$ cat config.mk
export PLATFORM = sky130hd
export DESIGN_NAME = keyboard_code_key_map_tracker_core
export DESIGN_NICKNAME = d
export VERILOG_FILES = /design/src/rtl/kcmt_pkg.sv /design/src/rtl/keyboard_code_key_map_tracker_core.sv /design/src/rtl/kcmt_front.sv /design/src/rtl/kcmt_queue.sv /design/src/rtl/kcmt_back.sv
export SDC_FILE = /design/constraint.sdc
export NUM_CORES = 1
export LEC_CHECK = 0
export BUFFER_PORTS_ARGS = -buffer_cell sky130_fd_sc_hd__buf_2
export CAP_MARGIN = 0
export CELL_PAD_IN_SITES_DETAIL_PLACEMENT = 0
export CELL_PAD_IN_SITES_GLOBAL_PLACEMENT = 1
export CORE_ASPECT_RATIO = 0.8
export CORE_UTILIZATION = 50
export DETAILED_ROUTE_END_ITERATION = 10
export PLACE_DENSITY = 0.76
export SLEW_MARGIN = 10
export SYNTH_ARGS = -nofsm -noshare
export SYNTH_HDL_FRONTEND = slang
export SYNTH_HIERARCHICAL = 1
export SYNTH_SLANG_ARGS = --single-unit
$ cat constraint.sdc
create_clock -name i_clk -period 4.45 [get_ports i_clk]
set_clock_uncertainty 0.15 [all_clocks]
set_input_delay 0.89 -clock i_clk [delete_from_list [all_inputs] [get_ports i_clk]]
set_output_delay 0.89 -clock i_clk [all_outputs]
set_load 0.02 [all_outputs]
$ cat src/rtl/kcmt_pkg.sv
// ----------------------------------------------------------------------------
// Keyboard code key map tracker package
// Shared payload types, command format and byte constants.
// ----------------------------------------------------------------------------
package kcmt_pkg;

    localparam logic OP_RX    = 1'b0;
    localparam logic OP_QUERY = 1'b1;

    localparam logic [7:0] BYTE_PRESS       = 8'hA0;
    localparam logic [7:0] BYTE_RELEASE     = 8'hB0;
    localparam logic [7:0] BYTE_EXT_PRESS   = 8'hF2;
    localparam logic [7:0] BYTE_EXT_RELEASE = 8'hF1;
    localparam logic [7:0] BYTE_SKIP_A      = 8'hF0;
    localparam logic [7:0] BYTE_SKIP_B      = 8'hFA;
    localparam logic [7:0] CODE_CTRL        = 8'h7E;
    localparam logic [7:0] CODE_CLEAR_ALL   = 8'h7F;
    localparam logic [7:0] CTRL_OFFSET      = 8'h80;
    localparam logic [7:0] EXT_OFFSET       = 8'h2D;

    typedef enum logic [1:0] {
        EV_NONE    = 2'd0,
        EV_PRESS   = 2'd1,
        EV_RELEASE = 2'd2,
        EV_ALL     = 2'd3
    } t_key_ev;

    typedef struct packed {
        logic       operation;
        logic [7:0] rx_byte;
        logic [4:0] query_index;
    } t_in;

    typedef struct packed {
        logic [1:0] key_event;
        logic [7:0] key_code;
        logic [7:0] map_byte;
    } t_out;

    typedef struct packed {
        t_key_ev    event_kind;
        logic [7:0] code;
        logic [4:0] query_index;
    } t_cmd;

    typedef struct packed {
        logic full;
        logic empty;
    } t_q_stat;

endpackage

$ cat src/rtl/keyboard_code_key_map_tracker_core.sv
// ----------------------------------------------------------------------------
// Keyboard code key map tracker
// Tracks a 256-bit pressed-key map from a stream of received keyboard bytes.
//
// The input channel carries one item per received byte or per map query;
// every item gives exactly one result on the output channel, in order.
// The result holds the key event caused by the item, the key code that
// changed and the selected map byte as it stands after the item.
// An accepted item is queued and then registered in the output register;
// the block takes one item per cycle when the output is not stalled.
// The parser keeps the prefix and control mode state and accepts an item
// whenever the two-entry command queue has room. The map update side
// drains the queue into the output register, so a stall on the output
// fills the queue and then raises o_stall after at most two more items.
// Reset is synchronous and active low: it clears the map, the parser
// state, the queue and the output valid flag.
// ----------------------------------------------------------------------------
module keyboard_code_key_map_tracker_core import kcmt_pkg::*; (
    input  logic i_clk,
    input  logic i_rst_n,
    input  logic i_valid,
    input  t_in  i_data,
    output logic o_stall,
    output logic o_valid,
    input  logic i_stall,
    output t_out o_data
);

    logic    push;
    logic    pop;
    t_cmd    front_cmd;
    t_cmd    queue_cmd;
    t_q_stat q_stat;

    kcmt_front u_front (
        .i_clk    (i_clk),
        .i_rst_n  (i_rst_n),
        .i_valid  (i_valid),
        .i_data   (i_data),
        .i_q_stat (q_stat),
        .o_stall  (o_stall),
        .o_push   (push),
        .o_cmd    (front_cmd)
    );

    kcmt_queue u_queue (
        .i_clk   (i_clk),
        .i_rst_n (i_rst_n),
        .i_push  (push),
        .i_cmd   (front_cmd),
        .i_pop   (pop),
        .o_stat  (q_stat),
        .o_cmd   (queue_cmd)
    );

    kcmt_back u_back (
        .i_clk    (i_clk),
        .i_rst_n  (i_rst_n),
        .i_q_stat (q_stat),
        .i_cmd    (queue_cmd),
        .i_stall  (i_stall),
        .o_pop    (pop),
        .o_valid  (o_valid),
        .o_data   (o_data)
    );

    a_no_code_without_key: assert property (@(posedge i_clk) disable iff (!i_rst_n)
        o_valid && (o_data.key_event == EV_NONE || o_data.key_event == EV_ALL)
            |-> o_data.key_code == 8'h00)
        else $error("key code set without a key event");

    a_clear_all_empty: assert property (@(posedge i_clk) disable iff (!i_rst_n)
        o_valid && o_data.key_event == EV_ALL |-> o_data.map_byte == 8'h00)
        else $error("map byte not clear after all keys released");

    a_stall_only_when_full: assert property (@(posedge i_clk) disable iff (!i_rst_n)
        o_stall |-> !q_stat.empty && o_valid)
        else $error("input stalled while the back end could drain");

endmodule

$ cat src/rtl/kcmt_front.sv
// ----------------------------------------------------------------------------
// Keyboard code key map tracker front end
// Parses prefix/code byte pairs and turns every item into one map command.
// ----------------------------------------------------------------------------
module kcmt_front import kcmt_pkg::*; (
    input  logic    i_clk,
    input  logic    i_rst_n,
    input  logic    i_valid,
    input  t_in     i_data,
    input  t_q_stat i_q_stat,
    output logic    o_stall,
    output logic    o_push,
    output t_cmd    o_cmd
);

    typedef enum logic [2:0] {
        PFX_IDLE        = 3'd0,
        PFX_PRESS       = 3'd1,
        PFX_RELEASE     = 3'd2,
        PFX_EXT_PRESS   = 3'd3,
        PFX_EXT_RELEASE = 3'd4,
        PFX_DROP        = 3'd5
    } t_pfx;

    t_pfx       r_pfx, n_pfx;
    logic       r_ctrl, n_ctrl;
    logic       r_arm, n_arm;
    t_key_ev    ev;
    logic [7:0] code;
    logic [7:0] off;
    logic [7:0] b;

    assign o_stall = i_q_stat.full;
    assign o_push  = i_valid && !i_q_stat.full;
    assign b       = i_data.rx_byte;
    assign off     = r_ctrl ? CTRL_OFFSET : 8'h00;

    always_comb begin
        n_pfx  = r_pfx;
        n_ctrl = r_ctrl;
        n_arm  = r_arm;
        ev     = EV_NONE;
        code   = 8'h00;
        if (i_data.operation == OP_RX) begin
            unique case (r_pfx)
                PFX_IDLE: begin
                    priority if (b == BYTE_PRESS) begin
                        n_pfx = PFX_PRESS;
                    end else if (b == BYTE_RELEASE) begin
                        n_pfx = PFX_RELEASE;
                    end else if (b == BYTE_EXT_PRESS) begin
                        n_pfx = PFX_EXT_PRESS;
                    end else if (b == BYTE_EXT_RELEASE) begin
                        n_pfx = PFX_EXT_RELEASE;
                    end else if (b == BYTE_SKIP_A || b == BYTE_SKIP_B) begin
                        n_pfx = PFX_DROP;
                    end else begin
                        n_pfx = PFX_IDLE;
                    end
                end
                PFX_PRESS: begin
                    if (b < CODE_CTRL) begin
                        code = b + off;
                        ev   = EV_PRESS;
                    end else if (b == CODE_CTRL) begin
                        n_ctrl = 1'b1;
                    end
                    n_pfx = PFX_IDLE;
                end
                PFX_RELEASE: begin
                    priority if (b < CODE_CTRL) begin
                        code = b + off;
                        ev   = EV_RELEASE;
                        if (r_arm) begin
                            n_arm  = 1'b0;
                            n_ctrl = 1'b0;
                        end
                    end else if (b == CODE_CTRL) begin
                        n_arm = 1'b1;
                    end else if (b == CODE_CLEAR_ALL) begin
                        ev = EV_ALL;
                    end else begin
                        ev = EV_NONE;
                    end
                    n_pfx = PFX_IDLE;
                end
                PFX_EXT_PRESS: begin
                    code  = b + EXT_OFFSET;
                    ev    = EV_PRESS;
                    n_pfx = PFX_IDLE;
                end
                PFX_EXT_RELEASE: begin
                    code  = b + EXT_OFFSET;
                    ev    = EV_RELEASE;
                    n_pfx = PFX_IDLE;
                end
                default: begin
                    n_pfx = PFX_IDLE;
                end
            endcase
        end
    end

    assign o_cmd = '{event_kind: ev, code: code, query_index: i_data.query_index};

    always_ff @(posedge i_clk) begin
        if (!i_rst_n) begin
            r_pfx  <= PFX_IDLE;
            r_ctrl <= 1'b0;
            r_arm  <= 1'b0;
        end else if (o_push) begin
            r_pfx  <= n_pfx;
            r_ctrl <= n_ctrl;
            r_arm  <= n_arm;
        end
    end

endmodule

$ cat src/rtl/kcmt_queue.sv
// ----------------------------------------------------------------------------
// Keyboard code key map tracker command queue
// Two-entry queue that decouples the parser from the map update.
// ----------------------------------------------------------------------------
module kcmt_queue import kcmt_pkg::*; (
    input  logic    i_clk,
    input  logic    i_rst_n,
    input  logic    i_push,
    input  t_cmd    i_cmd,
    input  logic    i_pop,
    output t_q_stat o_stat,
    output t_cmd    o_cmd
);

    t_cmd       r_mem [2];
    logic       r_wr_ptr;
    logic       r_rd_ptr;
    logic [1:0] r_count;
    logic [1:0] n_count;

    assign o_stat.full  = (r_count == 2'd2);
    assign o_stat.empty = (r_count == 2'd0);
    assign o_cmd        = r_mem[r_rd_ptr];

    always_comb begin
        n_count = r_count;
        if (i_push && !i_pop) begin
            n_count = r_count + 2'd1;
        end else if (i_pop && !i_push) begin
            n_count = r_count - 2'd1;
        end
    end

    always_ff @(posedge i_clk) begin
        if (i_push) begin
            r_mem[r_wr_ptr] <= i_cmd;
        end
    end

    always_ff @(posedge i_clk) begin
        if (!i_rst_n) begin
            r_wr_ptr <= 1'b0;
            r_rd_ptr <= 1'b0;
            r_count  <= 2'd0;
        end else begin
            if (i_push) begin
                r_wr_ptr <= !r_wr_ptr;
            end
            if (i_pop) begin
                r_rd_ptr <= !r_rd_ptr;
            end
            r_count <= n_count;
        end
    end

endmodule

$ cat src/rtl/kcmt_back.sv
// ----------------------------------------------------------------------------
// Keyboard code key map tracker back end
// Applies map commands to the key map and registers one result per item.
// ----------------------------------------------------------------------------
module kcmt_back import kcmt_pkg::*; (
    input  logic    i_clk,
    input  logic    i_rst_n,
    input  t_q_stat i_q_stat,
    input  t_cmd    i_cmd,
    input  logic    i_stall,
    output logic    o_pop,
    output logic    o_valid,
    output t_out    o_data
);

    logic [7:0] r_map [32];
    logic       r_valid;
    t_out       r_out;
    logic [4:0] row;
    logic [2:0] bit_sel;
    logic [7:0] n_row;
    logic [7:0] n_map_byte;
    logic       is_write;

    assign o_pop    = !i_q_stat.empty && (!r_valid || !i_stall);
    assign row      = i_cmd.code[7:3];
    assign bit_sel  = i_cmd.code[2:0];
    assign is_write = (i_cmd.event_kind == EV_PRESS) || (i_cmd.event_kind == EV_RELEASE);

    always_comb begin
        n_row          = r_map[row];
        n_row[bit_sel] = (i_cmd.event_kind == EV_PRESS);
    end

    always_comb begin
        if (i_cmd.event_kind == EV_ALL) begin
            n_map_byte = 8'h00;
        end else if (is_write && (row == i_cmd.query_index)) begin
            n_map_byte = n_row;
        end else begin
            n_map_byte = r_map[i_cmd.query_index];
        end
    end

    always_ff @(posedge i_clk) begin
        if (!i_rst_n) begin
            for (int i = 0; i < 32; i++) begin
                r_map[i] <= 8'h00;
            end
        end else if (o_pop) begin
            if (i_cmd.event_kind == EV_ALL) begin
                for (int i = 0; i < 32; i++) begin
                    r_map[i] <= 8'h00;
                end
            end else if (is_write) begin
                r_map[row] <= n_row;
            end
        end
    end

    always_ff @(posedge i_clk) begin
        if (!i_rst_n) begin
            r_valid <= 1'b0;
        end else if (o_pop) begin
            r_valid <= 1'b1;
        end else if (!i_stall) begin
            r_valid <= 1'b0;
        end
    end

    always_ff @(posedge i_clk) begin
        if (o_pop) begin
            r_out.key_event <= i_cmd.event_kind;
            r_out.key_code  <= i_cmd.code;
            r_out.map_byte  <= n_map_byte;
        end
    end

    assign o_valid = r_valid;
    assign o_data  = r_out;

endmodule
[After elaboration in Yosys (flattened, before gate mapping)]
Memories as Yosys holds them, arrays and structs flattened. A register that Yosys moved wholly into a read port is not among the register bits.
Index checks and enable logic that the tools add are counted.
Storage, ports and cells
  logic and storage cells: 181
  RAM bits: 286
  register bits: 28
  memories kept: 2
  input port bits: 18
Operators by class
  add/sub/neg operators: 4
  equality and inequality tests: 22
  order comparisons: 3
  muxes and demuxes: 79
  reduce and logical (&&, ||, !) cells: 28
  bitwise logic cells: 33
Memories
  u_back.r_map: depth 32, width 8, read ports 2, clocked after Yosys merged registers in 0, wr ports 32, line kcmt_back.sv:16  | logic [7:0] r_map [32];
  u_queue.r_mem: depth 2, width 15, read ports 1, clocked after Yosys merged registers in 1, wr ports 1, line kcmt_queue.sv:15  | t_cmd r_mem [2];
Operators by type and width (number)
  $mux W8: 37
  $eq A8 B8 Y1 const B: 6
  $or A1 B1 Y1: 32
  $mux W1: 24
  $mux W3: 6
  $eq A8 B7 Y1 const B: 2
  $pmux W8 S2: 1
  $mux W2: 6
  $add A8 B6 Y8 const B: 1
  $add A8 B8 Y8: 1
  $bwmux W8: 1
  $logic_not A1 Y1: 8
  $lt A8 B7 Y1 const B: 1
  $ne A2 B1 Y1 const B: 4
  $pmux W2 S4: 1
  $reduce_or A8 Y1: 1
  $reduce_and A7 Y1: 1
  $eq A2 B2 Y1 const B: 3
  $eq A3 B2 Y1 const B: 2
  $logic_and A1 B1 Y1: 6
  $reduce_bool A2 Y1: 3
  $eq A5 B5 Y1: 1
  $mux W5: 1
  $lt A3 B4 Y1 const B: 1
  other kinds (16): 19

[Longest topological paths before layout]
Gate-level depths: netlist (run 1).
  word-level depth: 9
  depth in mapped cells: 13

[Modules after synthesis]
Netlist (run 1), hierarchy kept.
Modules (own cells, without submodules)
  kcmt_back: cells each 1167, seq. area each 8247.9 µm², area each 14620.3 µm², instances 1
  kcmt_queue: cells each 69, seq. area each 1001.0 µm², area each 1301.2 µm², instances 1
  kcmt_front: cells each 117, seq. area each 100.1 µm², area each 832.0 µm², instances 1

[Worst setup path after synthesis (run 1)]
Ideal clock, no wire load.
  path type: input port to flip-flop
  from: input i_stall
  to: memory u_back.r_map[6][0] (enable)
  required time: 3.971 ns
  library setup time: 0.329 ns
  stages on the path: 6
  setup slack: 0.705 ns
  arrival time: 3.266 ns
  cell sequence: a21oi_1 -> nand3_1 -> nor3b_1 -> clkbuf_1 -> nand2_1 -> nand2_1
RTL lines
  from (decl): line keyboard_code_key_map_tracker_core.sv:25  | input logic i_stall,
  to (decl): line kcmt_back.sv:16

==> metrics.txt, run 1 <==
status finished with violations; failing checks DRC; final hold vios 0; Slew @ Worst Pin 0.940 ns; CTS Buf Count 34; Synth top area share 54.5%; Horiz. Die Dim 207 um; post-route setup TNS 0 ns; port buffer count 37; syn avg cell area approximately 12 sq um; GR Util All Layers 32.7%; Core Box Area 32800 sq um; fillers between 2000 and 3000; nets@finish ~1400; syn_nets 1378; HPWL Detailed 39.5 mm; CP required 4.57 ns; final core occ 56.1%; CP max FO 56; Worst slew margin 37.3%; Post-Syn Area about 17000 sq um; antenna viol nets, final 0; pre-CTS setup slack ~0.45 ns; initial antenna violation count 1; Top FF cell, synth edfxtp_1; register area share after synthesis a little under three fifths; H-tree depth 2; via count ~12000; Clk pin slew, worst setup/hold paths approximately 0.060 ns; DR WL/cell between 30 and 40 um; vias in the first global route roughly 11000; Post-synth ARST share 0%; Die Ht approximately 170 um; Max Freq 238 MHz; initial DRC count roughly 2000; later-pin clock latency in the skew report approximately 0.53 ns; unrepaired setup endpoints after global routing no; Initial Util 51.1%; critical path class register to register; Worst Setup Slack, final around 0.24 ns; min-delay worst type register to register; FP Rows 59; Post-CTS Resized 0; largest net degree at the start of global routing 57; final setup fails 0; Placer Congestion 1.06; Synth-to-Final Area Change 9.67%; YS warnings 6; grt ovf 0; # Max-Cap Violations 0; LEAKAGE 0.00675 uW; number of diodes 0; Max clock buf depth 3; post-synth top area cell edfxtp_1; CP Launch Type register; DRC errors left 3; IO Count 38; Period minus WS final between 4 and 5 ns; Worst setup EP type register; root buf cell clkbuf_16; pwr dens 631 nW/um^2; Yosys cell types 74; CP Data Arrival Time 4.33 ns; share of cells above drive strength 1 18.1%; die area 34200 sq um; post-CTS setup buffers 0; Vias/cell 6.69; cts hold-fix bufs 0; Worst VDD drop 373 uV; global-route wire length before repair around 79 mm; dominant cells by area after synthesis edfxtp_1, mux4_2, mux2i_1; drt pass-1 iters 11; CTS Sinks roughly 320; #FFs+latches synth 315; Fin Hold WS between 0.3 and 0.4 ns; CTS tree done; Post-Syn Instances between 1000 and 1500; Slew Viols, Final 0; Routed Wire Length 55.3 mm; period utilization 94.6%; number of synthesized flops with an enable pin 304
stage by stage:
stage                     instances  cell area (sq um)  power [uW]
final                          1822              18400       11600
after detailed placement       1761              17200        8580
after floorplan                1353              16800        6990
after global routing           1822              18400       11900
after global placement         1761              17200        8570
after CTS                      1822              18400       11500
state kept, by name (all words and copies together) (netlist names), named ones only:
register	cells
u_front/r_arm	1
u_front/r_pfx	3
u_back/r_map	256
u_back/o_valid	1
u_queue/r_count	2
u_back/o_data	18
u_queue/r_rd_ptr	1
u_queue/r_wr_ptr	1
u_queue/r_mem	30
u_front/r_ctrl	1
cell families (layout without fill, tap and decap cells):
family | count (synthesis) | in the layout | share of synthesized area [%]
AND/OR/NAND/NOR | 548 | 548 | 14.5
flip-flops | 315 | 315 | 55.8
multiplexers | 210 | 210 | 17.9
AO/OA/AOI/OAI | 151 | 151 | 6.62
buffers and inverters | 113 | 155 | 4.19
XOR/XNOR | 9 | 9 | 0.471
adder cells (fa/ha/maj) | 7 | 7 | 0.523
routing by layer:
metal | part of all wire, % | up-vias | global-route usage, %
met4 | 3.2 | 2 | 10.2
met1 | 42 | 6121 | 49.4
li1 | - | 5105 | -
met5 | 0.018 | - | 0
met2 | 41 | 835 | 44.2
met3 | 13 | 122 | 10.9
critical path, cell delays in order, from the launching register on:
cell and delay (ns):
dfxtp_1 0.50, buf_4 0.26, mux2_8 0.58, buf_12 0.28, mux2i_1 0.44, o2bb2ai_1 0.22, a2111oi_2 0.41, o31ai_1 0.20
o21ai_4 0.48, buf_12 0.25, nor2_1 0.07
synthesized netlist by cell type (15+ instances only):
cell / number
edfxtp_1: 304
buf_2: 30
o21ai_0: 15
a22oi_1: 34
nand3_1: 36
nor2_1: 292
mux2i_1: 116
nor2b_1: 20
mux4_2: 69
nand2_1: 114
buf_6: 18
clkbuf_1: 21
mux2_2: 22
o22ai_1: 16
buf_4: 28
a21oi_1: 15
cell usage in the layout, fill, tap and decap left out, types with 5 or more instances in the layout:
master,instances
o2bb2ai_1,8
o21ai_0,15
a22oi_1,34
nand2b_1,11
a21oi_1,14
nor2b_1,20
nor3_1,7
nor4_1,7
nand3b_1,5
edfxtp_1,304
nand2_1,114
ha_1,7
clkinv_2,5
nand3_1,36
a31oi_1,7
clkbuf_16,37
mux2_2,20
o22ai_1,16
a311oi_1,6
and2_1,7
and3_1,8
mux2i_1,116
inv_1,10
buf_2,37
nand4_1,11
nor3b_1,5
buf_4,43
nor2_1,292
mux4_2,69
dfxtp_1,11
xor2_1,6
a211oi_1,5
cell type report:
| cell class | count | area (sq um) | area share (%) |
|---|---|---|---|
| well taps | 427 | 534 | 2.91 |
| clock inverters | 20 | 195 | 1.06 |
| multi-input cells | 925 | 6730 | 36.6 |
| repair buffers | 84 | 588 | 3.20 |
| inverters | 10 | 37.5 | 0.204 |
| flip-flops and latches | 315 | 9350 | 50.9 |
| clock buffers | 41 | 941 | 5.12 |
power breakdown:
part / switching, uW / leakage, uW / internal (uW)
sequential: 248 / 0.00321 / 3780
combinational: 3180 / 0.00299 / 1490
clock: 1200 / 0.000547 / 1700
total: 4630 / 0.00675 / 6960
final timing paths:
kind	startpoint	to	slack [ns]	cells after the start
setup / recovery	register	u_back/r_map[22][4]	0.24	10
setup reg to reg	register	u_back/r_map[22][4]	0.24	10
hold reg to reg	u_queue/r_count[1]	u_queue/r_count[1]	0.35	2
hold / removal	u_queue/r_count[1]	u_queue/r_count[1]	0.35	2
No activity file was read; power rests on OpenSTA's default activity.
==> run 2: changes to the inputs <==
--- a/config.mk
+++ b/config.mk
@@ -13,6 +13,7 @@
 export CORE_UTILIZATION = 50
 export DETAILED_ROUTE_END_ITERATION = 10
 export PLACE_DENSITY = 0.76
+export REMOVE_ABC_BUFFERS = 1
 export SLEW_MARGIN = 10
 export SYNTH_ARGS = -nofsm -noshare
 export SYNTH_HDL_FRONTEND = slang
==> metrics.txt, run 2 (synthesis results as in run 1) <==
sequential cell area 9350 sq um (unchanged); Psw 4650 uW (was 4630 uW); Max clock buf depth 3 (unchanged); final instance area 18400 sq um (about the same); fillers 2744 (was 2747); die area 34200 sq um (unchanged); CTS Buf Count 34 (unchanged); commonest non-fill, non-tap cells in the layout edfxtp_1, nor2_1, mux2i_1, nand2_1, mux4_2 (unchanged); number of diodes 0 (unchanged); post-CTS setup buffers 0 (unchanged); final hold vios 0 (unchanged); final core occ 56.1% (about the same); clock power share 24.7% (was 25.0%); Placed Instance Area 17300 sq um (was 17200 sq um); Initial Util 51.1% (unchanged); HP Start u_front/r_ctrl (was u_queue/r_count[1]); grt ovf 0 (unchanged); HPWL Detailed 40.6 mm (was 39.5 mm); LEAKAGE 0.00678 uW (was 0.00675 uW); period utilization 92.1% (was 94.6%); Die Ht 166 um (unchanged); critical path class register to register (unchanged); unrepaired setup endpoints after global routing no (unchanged); CP Launch Type register (unchanged); initial DRC count 2066 (was 1974); Logic pwr share 40.5% (was 40.3%); global routing's busiest layer met1 (unchanged); CTS tree done (unchanged); DR WL/cell 30.8 um (was 30.3 um); drt pass-1 iters 8 (was 11); GR Util All Layers 33.2% (was 32.7%); R2R depth 10 (unchanged); final setup fails 0 (unchanged); vias in the first global route 11400 (was 11300); Slew @ Worst Pin 1.04 ns (was 0.940 ns); Vias/cell 6.72 (was 6.69); Min-Delay Endpoint u_front/r_ctrl (was u_queue/r_count[1]); Multi-input gate area 6740 sq um (was 6730 sq um); # Max-Cap Violations 0 (unchanged); Worst VDD drop 350 uV (was 373 uV); Internal Pwr Total 6990 uW (was 6960 uW); H-tree depth 2 (unchanged); CP max FO 52 (was 56); commonest non-fill, non-tap cell in the layout edfxtp_1 (unchanged); Worst slew margin 31.0% (was 37.3%); M2 GR Usage 44.3% (was 44.2%); largest net degree at the start of global routing 53 (was 57); Max Freq 244 MHz (was 238 MHz); CP Data Arrival Time 4.21 ns (was 4.33 ns); Hold Path Depth 2 (unchanged); Post-CTS Resized 0 (unchanged); pre-CTS setup slack 0.484 ns (was 0.448 ns); worst r2r dst u_back/r_map[24][5] (was u_back/r_map[22][4]); DRC errors left 0 (was 3); Slew Viols, Final 0 (unchanged); status complete, no violations (was finished with violations); Sw Share 40.0% (about the same); IO Count 38 (unchanged); max reg flops 256 (unchanged); Worst setup EP type register (unchanged); Placer Congestion 1.03 (was 1.06); CP required 4.56 ns (was 4.57 ns); Fin Hold WS 0.348 ns (was 0.346 ns); Flop pwr share 34.8% (was 34.7%); Worst Setup Slack, final 0.350 ns (was 0.242 ns); min-delay worst type register to register (unchanged); global-route wire length before repair 80.3 mm (was 79.4 mm); initial antenna violation count 0 (was 1); share of cells above drive strength 1 18.6% (was 18.1%); later-pin clock latency in the skew report 0.53 ns (about the same); port buffer count 37 (unchanged); Period minus WS final 4.10 ns (was 4.21 ns); Synth-to-Final Area Change 9.78% (was 9.67%); FP Rows 59 (unchanged); largest reg by FF count u_back/r_map (unchanged); CTS Sinks 315 (unchanged); nets@finish 1403 (was 1395); root buf cell clkbuf_16 (unchanged); met1 usage 51.0% (was 49.4%); pwr dens 633 nW/um^2 (was 631 nW/um^2); Horiz. Die Dim 207 um (unchanged); Clk pin slew, worst setup/hold paths 0.06 ns (about the same); antenna viol nets, final 0 (unchanged); cts hold-fix bufs 0 (unchanged); met3 Resource Use GR 10.7% (was 10.9%); Routed Wire Length 56.2 mm (was 55.3 mm); Core Box Area 32800 sq um (unchanged); flop2flop setup slack 0.35 ns (was 0.24 ns); via count 12300 (was 12200)
-- run 2: cell count changes in the layout (fill, tap and decap cells not counted), moves of 2 or more --
cell	before	now
clkbuf_16	37	35
clkinv_1	4	1
buf_12	4	1
clkinv_2	5	7
clkinvlp_4	4	1
clkbuf_8	0	3
clkinv_4	2	0
clkbuf_1	4	6
buf_4	43	54
-- run 2: layout make-up --
| cell class | count | area share [%] |
|---|---|---|
| Sequential cell | 315 | 50.8 |
| Multi-Input combinational cell | 925 | 36.6 |
| Clock buffer | 44 | 5.11 |
| Timing Repair Buffer | 92 | 3.32 |
| Tap cell | 427 | 2.90 |
| Clock inverter | 15 | 1.00 |
| Inverter | 10 | 0.204 |
-- run 2: stage by stage --
step | cells | power [uW] | setup TNS (ns)
after floorplan | 1250 | 6580 | -37.32
after global placement | 1769 | 8630 | 0
after global routing | 1828 | 12000 | 0
final | 1828 | 11600 | 0
after detailed placement | 1769 | 8660 | 0
after CTS | 1828 | 11500 | 0
-- run 2: how the worst max path moves through the flow --
stage                        start                   to  slack (ns)
after floorplan           register     u_back/o_data[6]       -0.36
after global placement    register   u_back/r_map[3][7]        0.53
after detailed placement  register   u_back/r_map[1][1]        0.48
after CTS                 register   u_back/r_map[1][1]        0.44
after global routing      register  u_back/r_map[17][5]        0.28
final                     register  u_back/r_map[24][5]        0.35
-- run 2: power by group through the flow --
stage | clock network, uW | logic, uW | registers (uW)
finish | 2880 | 4710 | 4050
global route | 3040 | 4850 | 4080
CTS | 2920 | 4590 | 4040
detailed placement | 0 | 4560 | 4090
global placement | 0 | 4550 | 4090
floorplan | 0 | 2500 | 4080
-- run 2: worst max-delay path, cell delays in order (launching register included) --
cell     delay (ns)
dfxtp_1        0.53
buf_4          0.26
mux2_8         0.53
buf_4          0.37
mux2i_1        0.52
o22ai_1        0.19
nor4_1         0.29
nand3_1        0.18
o21ai_4        0.36
buf_4          0.31
nor2_1         0.09
-- run 2: routing by layer --
metal	vias up	part of all wire, %
met2	849	41
li1	5120	-
met1	6200	42
met4	0	3.0
met3	124	14
met5	-	0
